--- src/hw/rtl/ili_pkg.sv ---
// Shared constants, types and helper functions for the indexed list block.
package ili_pkg;

    localparam int CAPACITY = 64;
    localparam int DATA_W = 32;
    localparam int POS_W = 8;
    localparam int CMD_W = 3;
    localparam int STAT_W = 2;
    localparam int LEN_W = 7;
    localparam int CNT_W = $clog2(CAPACITY + 1);

    typedef logic signed [DATA_W-1:0] data_t;
    typedef logic [POS_W-1:0] pos_t;
    typedef logic [CNT_W-1:0] cnt_t;
    typedef logic [LEN_W-1:0] len_t;
    typedef logic [CMD_W-1:0] cmd_t;
    typedef logic [STAT_W-1:0] stat_t;

    localparam cmd_t CMD_GET = 3'd0;
    localparam cmd_t CMD_ADD_HEAD = 3'd1;
    localparam cmd_t CMD_ADD_TAIL = 3'd2;
    localparam cmd_t CMD_ADD_INDEX = 3'd3;
    localparam cmd_t CMD_DELETE = 3'd4;

    localparam stat_t ST_OK = 2'd0;
    localparam stat_t ST_RANGE = 2'd1;
    localparam stat_t ST_FULL = 2'd2;

    typedef logic [1:0] op_t;
    localparam op_t OP_HOLD = 2'd0;
    localparam op_t OP_INSERT = 2'd1;
    localparam op_t OP_DELETE = 2'd2;

    typedef struct packed {
        op_t   op;
        pos_t  pos;
        data_t value;
    } ili_ctrl_t;

    localparam data_t NOT_FOUND = -32'sd1;

    function automatic pos_t cnt_to_pos(input cnt_t c);
        logic [POS_W+CNT_W-1:0] tmp;
        begin
            tmp = {{POS_W{1'b0}}, c};
            return tmp[POS_W-1:0];
        end
    endfunction

    function automatic len_t cnt_to_len(input cnt_t c);
        logic [LEN_W+CNT_W-1:0] tmp;
        begin
            tmp = {{LEN_W{1'b0}}, c};
            return tmp[LEN_W-1:0];
        end
    endfunction

endpackage

--- src/hw/rtl/ili_cell.sv ---
// One list cell: holds one element and shifts, loads or holds each cycle.
module ili_cell
    import ili_pkg::*;
(
    input  logic      clk,
    input  pos_t      idx,
    input  ili_ctrl_t ctrl,
    input  data_t     left_data,
    input  data_t     right_data,
    output data_t     data,
    output data_t     rd_data
);

    data_t data_reg;
    data_t data_next;

    always_comb
    begin
        data_next = data_reg;
        unique case (ctrl.op)
            OP_INSERT:
            begin
                if (idx > ctrl.pos)
                begin
                    data_next = left_data;
                end
                else if (idx == ctrl.pos)
                begin
                    data_next = ctrl.value;
                end
            end
            OP_DELETE:
            begin
                if (idx >= ctrl.pos)
                begin
                    data_next = right_data;
                end
            end
            default:
            begin
                data_next = data_reg;
            end
        endcase
    end

    always_ff @(posedge clk)
    begin
        data_reg <= data_next;
    end

    assign data = data_reg;
    assign rd_data = (idx == ctrl.pos) ? data_reg : '0;

endmodule

--- config.mk ---
export PLATFORM = sky130hd
export DESIGN_NAME = ili_cell
export DESIGN_NICKNAME = d
export VERILOG_FILES = /design/src/hw/rtl/ili_pkg.sv /design/src/hw/rtl/ili_cell.sv
export SDC_FILE = /design/constraint.sdc
export NUM_CORES = 1
export LEC_CHECK = 0
export BUFFER_PORTS_ARGS = -buffer_cell sky130_fd_sc_hd__buf_2
export CAP_MARGIN = 20
export CELL_PAD_IN_SITES_DETAIL_PLACEMENT = 1
export CELL_PAD_IN_SITES_GLOBAL_PLACEMENT = 1
export CORE_ASPECT_RATIO = 1.25
export CORE_MARGIN = 5
export CORE_UTILIZATION = 26
export DETAILED_ROUTE_END_ITERATION = 10
export HOLD_SLACK_MARGIN = 0.02
export PLACE_DENSITY = 0.79
export SETUP_SLACK_MARGIN = 0.1
export SKIP_CTS_REPAIR_TIMING = 1
export SLEW_MARGIN = 20
export SYNTH_ARGS = -nofsm -noshare
export SYNTH_HDL_FRONTEND = slang
export SYNTH_SLANG_ARGS = --single-unit
--- constraint.sdc ---
create_clock -name clk -period 2.85 [get_ports clk]
set_input_delay 0.1425 -clock clk [delete_from_list [all_inputs] [get_ports clk]]
set_output_delay 0.1425 -clock clk [all_outputs]
set_load 0.03 [all_outputs]
Yosys cells after proc, flatten, opt, wreduce, memory -nomap -nowiden:

Cells that the tools add are included.

* register bits after elaboration: 32
* input port bits: 115

* $lt $le $gt $ge: 2
* equal/unequal tests: 5
* multiplexer cells: 5
* reductions and logical operators: 2

Operators by type and width (number)
* $mux W32: 4
* $pmux W32 S2: 1
* $eq A8 B8 Y1: 1
* $ge A8 B8 Y1: 1
* $gt A8 B8 Y1: 1
* $ne A3 B3 Y1 const B: 1
* $reduce_and A3 Y1: 1
* $eq A2 B1 Y1 const B: 1
* $eq A2 B2 Y1 const B: 1
* $ne A2 B2 Y1 const B: 1
* $reduce_bool A2 Y1: 1

Longest topological paths before layout:

* depth in word-level cells: 4
* gate-level depth with buffers: 9
* gate-level depth less buffers: 7

Worst setup path before layout:

OpenSTA, ideal clock, no wires.

* path type: input -> register
* start point: in ctrl[39] in the netlist's numbering
* end point: reg data_reg[0], in the netlist data[0], enable pin
* data arrival time: 2270 ps
* setup slack: 159 ps
* stages on the path: 6
* path buffers: 0
* path through: inv_1 -> ha_1 -> nand4_2 -> nor2_2 -> nor4_1 -> nor2_1

* longest elaborated chain between the ends: 3
* elaborated cells between the ends (all ways): 6

RTL lines
* from (decl): RTL line ili_cell.sv:7 `input ili_ctrl_t ctrl,`
* $gt A8 B8 Y1, or another cell as far along: RTL line ili_cell.sv:23 `if (idx > ctrl.pos)`
* $ne A3 B3 Y1 (no line) / $ne A2 B2 Y1 (equally long branches)
* $reduce_and A3 Y1 (no line) (*)
* to (signal assigned): RTL line ili_cell.sv:48 `data_reg <= data_next;`
* to (decl): RTL line ili_cell.sv:14 `data_t data_reg;`

Mark *: on every way between the ends. The rest lies on a longest branch, timed or not.
A chain may end at the register's enable or synchronous reset.

Final worst setup path:

* start point: in ctrl[39] in the netlist's numbering
* end point: reg data_reg[11], in the netlist data[11], enable pin

Same word-level chain as after synthesis.

==> results.sh <==
export IMPL_dieArea_um2=11800
export IMPL_crit_start="ctrl[39]"
export IMPL_viasPerCell=4.65
export IMPL_yosys_top_cells_count="33 x and2_1, 33 x nand2_1, 32 x edfxtp_1, 32 x nand2b_1, 32 x nand4b_1"
export IMPL_cts_buffers=5
export IMPL_p_sw_share_pct=33.4
export IMPL_syn_nets=377
export IMPL_max_freq_mhz=513
export IMPL_arrival_ns=1.84
export IMPL_status="completed"
export IMPL_ys_ff_latch=32
export IMPL_finalCritPeriodShare_pct=68.4
export IMPL_postSynthCellCount=252
export IMPL_pre_cts_slack_ns=0.568
export IMPL_cts_max_level=2
export IMPL_syn_area_um2=2530
export IMPL_synth_top_area_share_pct=37.9
export IMPL_slew_violations=0
export IMPL_drc=0
export IMPL_ys_seq_area_share_pct=37.9
export IMPL_grt_pass1_wl_mm=13.7
export IMPL_largest_reg_flops=32
export IMPL_cp_required_ns=2.74
export IMPL_setup_viol=0
export IMPL_first_pass_iters=4
export IMPL_max_cap_violations=0
export IMPL_wirelength_mm=8.85
export IMPL_antenna_found_initial=0
export IMPL_instances_no_fill=548
export IMPL_worstHoldStart="right_data[21]"
export IMPL_drive_gt1_share_pct=53.8
export IMPL_synthFlopType="edfxtp_1"
export IMPL_antenna_cells=0
export IMPL_grt_start_max_net_pins=97
export IMPL_rows=40
export IMPL_p_int_mw=1.26
export IMPL_num_io_pins=179
export IMPL_clk_path_buf_depth=2
export IMPL_wire_per_inst_um=16.1
export IMPL_p_per_area_nw_per_um2=510
export IMPL_leakage_nw=1.78
export IMPL_crit_path_start_kind="input port"
export IMPL_cts_sinks=32
export IMPL_period_minus_slack_ns=1.95
export IMPL_finalNetCount=546
export IMPL_dp_hpwl_mm=6.99
export IMPL_syn_avg_cell_area_um2=10.0
export IMPL_core_um2=9560
export IMPL_maxSlewHeadroom_pct=36.1
export IMPL_placed_cells=540
export IMPL_initial_core_util_pct=26.5
export IMPL_yosys_top_cells_area="edfxtp_1 38%, o211ai_2 15%, nand4b_1 11%"
export IMPL_final_area_um2=3700
export IMPL_ys_async_sr_fraction_pct=0
export IMPL_hold_viol=0
export IMPL_port_buffers=178
export IMPL_crit_type="in2reg"
export IMPL_ant_nets=0
export IMPL_synth_edf_count=32
export IMPL_cts_root_buffer="clkbuf_16"
export IMPL_multi_input_area_um2=1440
export IMPL_p_seq_share_pct=35.8
export IMPL_synthToLayoutAreaGrowth_pct=46.2
export IMPL_ys_warn_count=0
export IMPL_placed_area_um2=3540
export IMPL_gp_congestion=0.824
export IMPL_synthDistinctLibCells=20
export IMPL_clkTransAtPathRegs_ns=0.06
export IMPL_seq_area_um2=961
export IMPL_setup_tns_ns=0
export IMPL_grt_total_usage_pct=14.3
export IMPL_combPwrFrac_pct=32.7
export IMPL_yosysTopAreaCell="edfxtp_1"
export IMPL_drt_initial_drc_count=62
export IMPL_p_sw_mw=0.631
export IMPL_setup_ws_ns=0.900
export IMPL_grt_overflow=0
export IMPL_fp_dieW_um=98.3
export IMPL_rsz0062_at_grt="false"
export IMPL_min_path_type="in2reg"
export IMPL_worstMarginPinSlew_ns=0.957
export IMPL_tritoncts="built"
export IMPL_n_fill_cell=1158
export IMPL_die_y_um=120
export IMPL_ir_drop_uv=220
export IMPL_cp_end_kind="flip-flop"
export IMPL_clock_power_share_pct=31.5
export IMPL_vias=2550
export IMPL_grt_pass1_vias=2739
export IMPL_cp_max_fo=32
==> final cells by class <==
cell class / instances / share of cell area (%)
flip-flops and latches: 32 / 26.0
repair buffers: 185 / 25.5
inverters: 10 / 1.01
clock inverters: 3 / 1.01
multi-input cells: 187 / 38.9
clock buffers: 5 / 3.38
well taps: 126 / 4.26
==> cell families (layout without fill, tap and decap cells) <==
| group | after synthesis | after routing | share of synthesized area [%] |
|---|---|---|---|
| compound gates | 40 | 40 | 17.2 |
| fa+ha+maj | 10 | 10 | 4.94 |
| buf+inv | 33 | 203 | 6.08 |
| flops | 32 | 32 | 37.9 |
| simple gates | 137 | 137 | 33.8 |
==> layout by cell type (no fill, tap or decap), types with 3 or more instances in the layout <==
| cell | n |
|---|---|
| o211ai_2 | 30 |
| inv_1 | 10 |
| clkbuf_16 | 5 |
| nand4b_1 | 32 |
| edfxtp_1 | 32 |
| a21oi_1 | 4 |
| o211ai_1 | 3 |
| buf_2 | 178 |
| nand2_1 | 33 |
| and2_1 | 32 |
| nand2b_1 | 32 |
| ha_1 | 9 |
| buf_4 | 7 |
==> metal layers <==
| layer | vias to the layer above | part of all wire [%] | GRT usage [%] |
|---|---|---|---|
| li1 | 1246 | - | - |
| met1 | 1210 | 36 | 14.9 |
| met2 | 87 | 57 | 28.2 |
| met3 | 7 | 6.0 | 3.46 |
| met4 | 0 | 1.4 | 3.93 |
| met5 | - | 0 | 0 |
==> path summary, 6_finish.rpt <==
check | to | slack [ns] | depth (start not counted)
hold / removal | data[21] | 0.16 | 3
setup / recovery | data[11] | 0.90 | 7
==> power groups by stage <==
stage / Combinational (mW) / Clock (mW) / Sequential (mW)
after floorplan: 0.235 / 0 / 0.852
after global placement: 0.611 / 0 / 0.683
after detailed placement: 0.626 / 0 / 0.690
after CTS: 0.627 / 0.611 / 0.681
after global routing: 0.665 / 0.630 / 0.688
final: 0.618 / 0.595 / 0.677
==> per-stage QoR <==
stage | utilization, % | total power, mW | hold slack (ns)
after floorplan | - | 1.09 | 0.349
after global placement | 37.0 | 1.29 | 0.440
after detailed placement | 37.0 | 1.32 | 0.448
after CTS | 38.7 | 1.92 | 0.161
after global routing | 38.7 | 1.98 | 0.165
final | 38.7 | 1.89 | 0.164
==> worst max-delay path, stage by stage <==
cell and delay [ns]:
buf_2 0.08, inv_1 0.03, ha_1 0.31, nand4_2 0.20
nor2_2 0.20, nor4_1 0.11, nor2_4 0.74
Note: power is estimated with default switching activity, not from simulation.
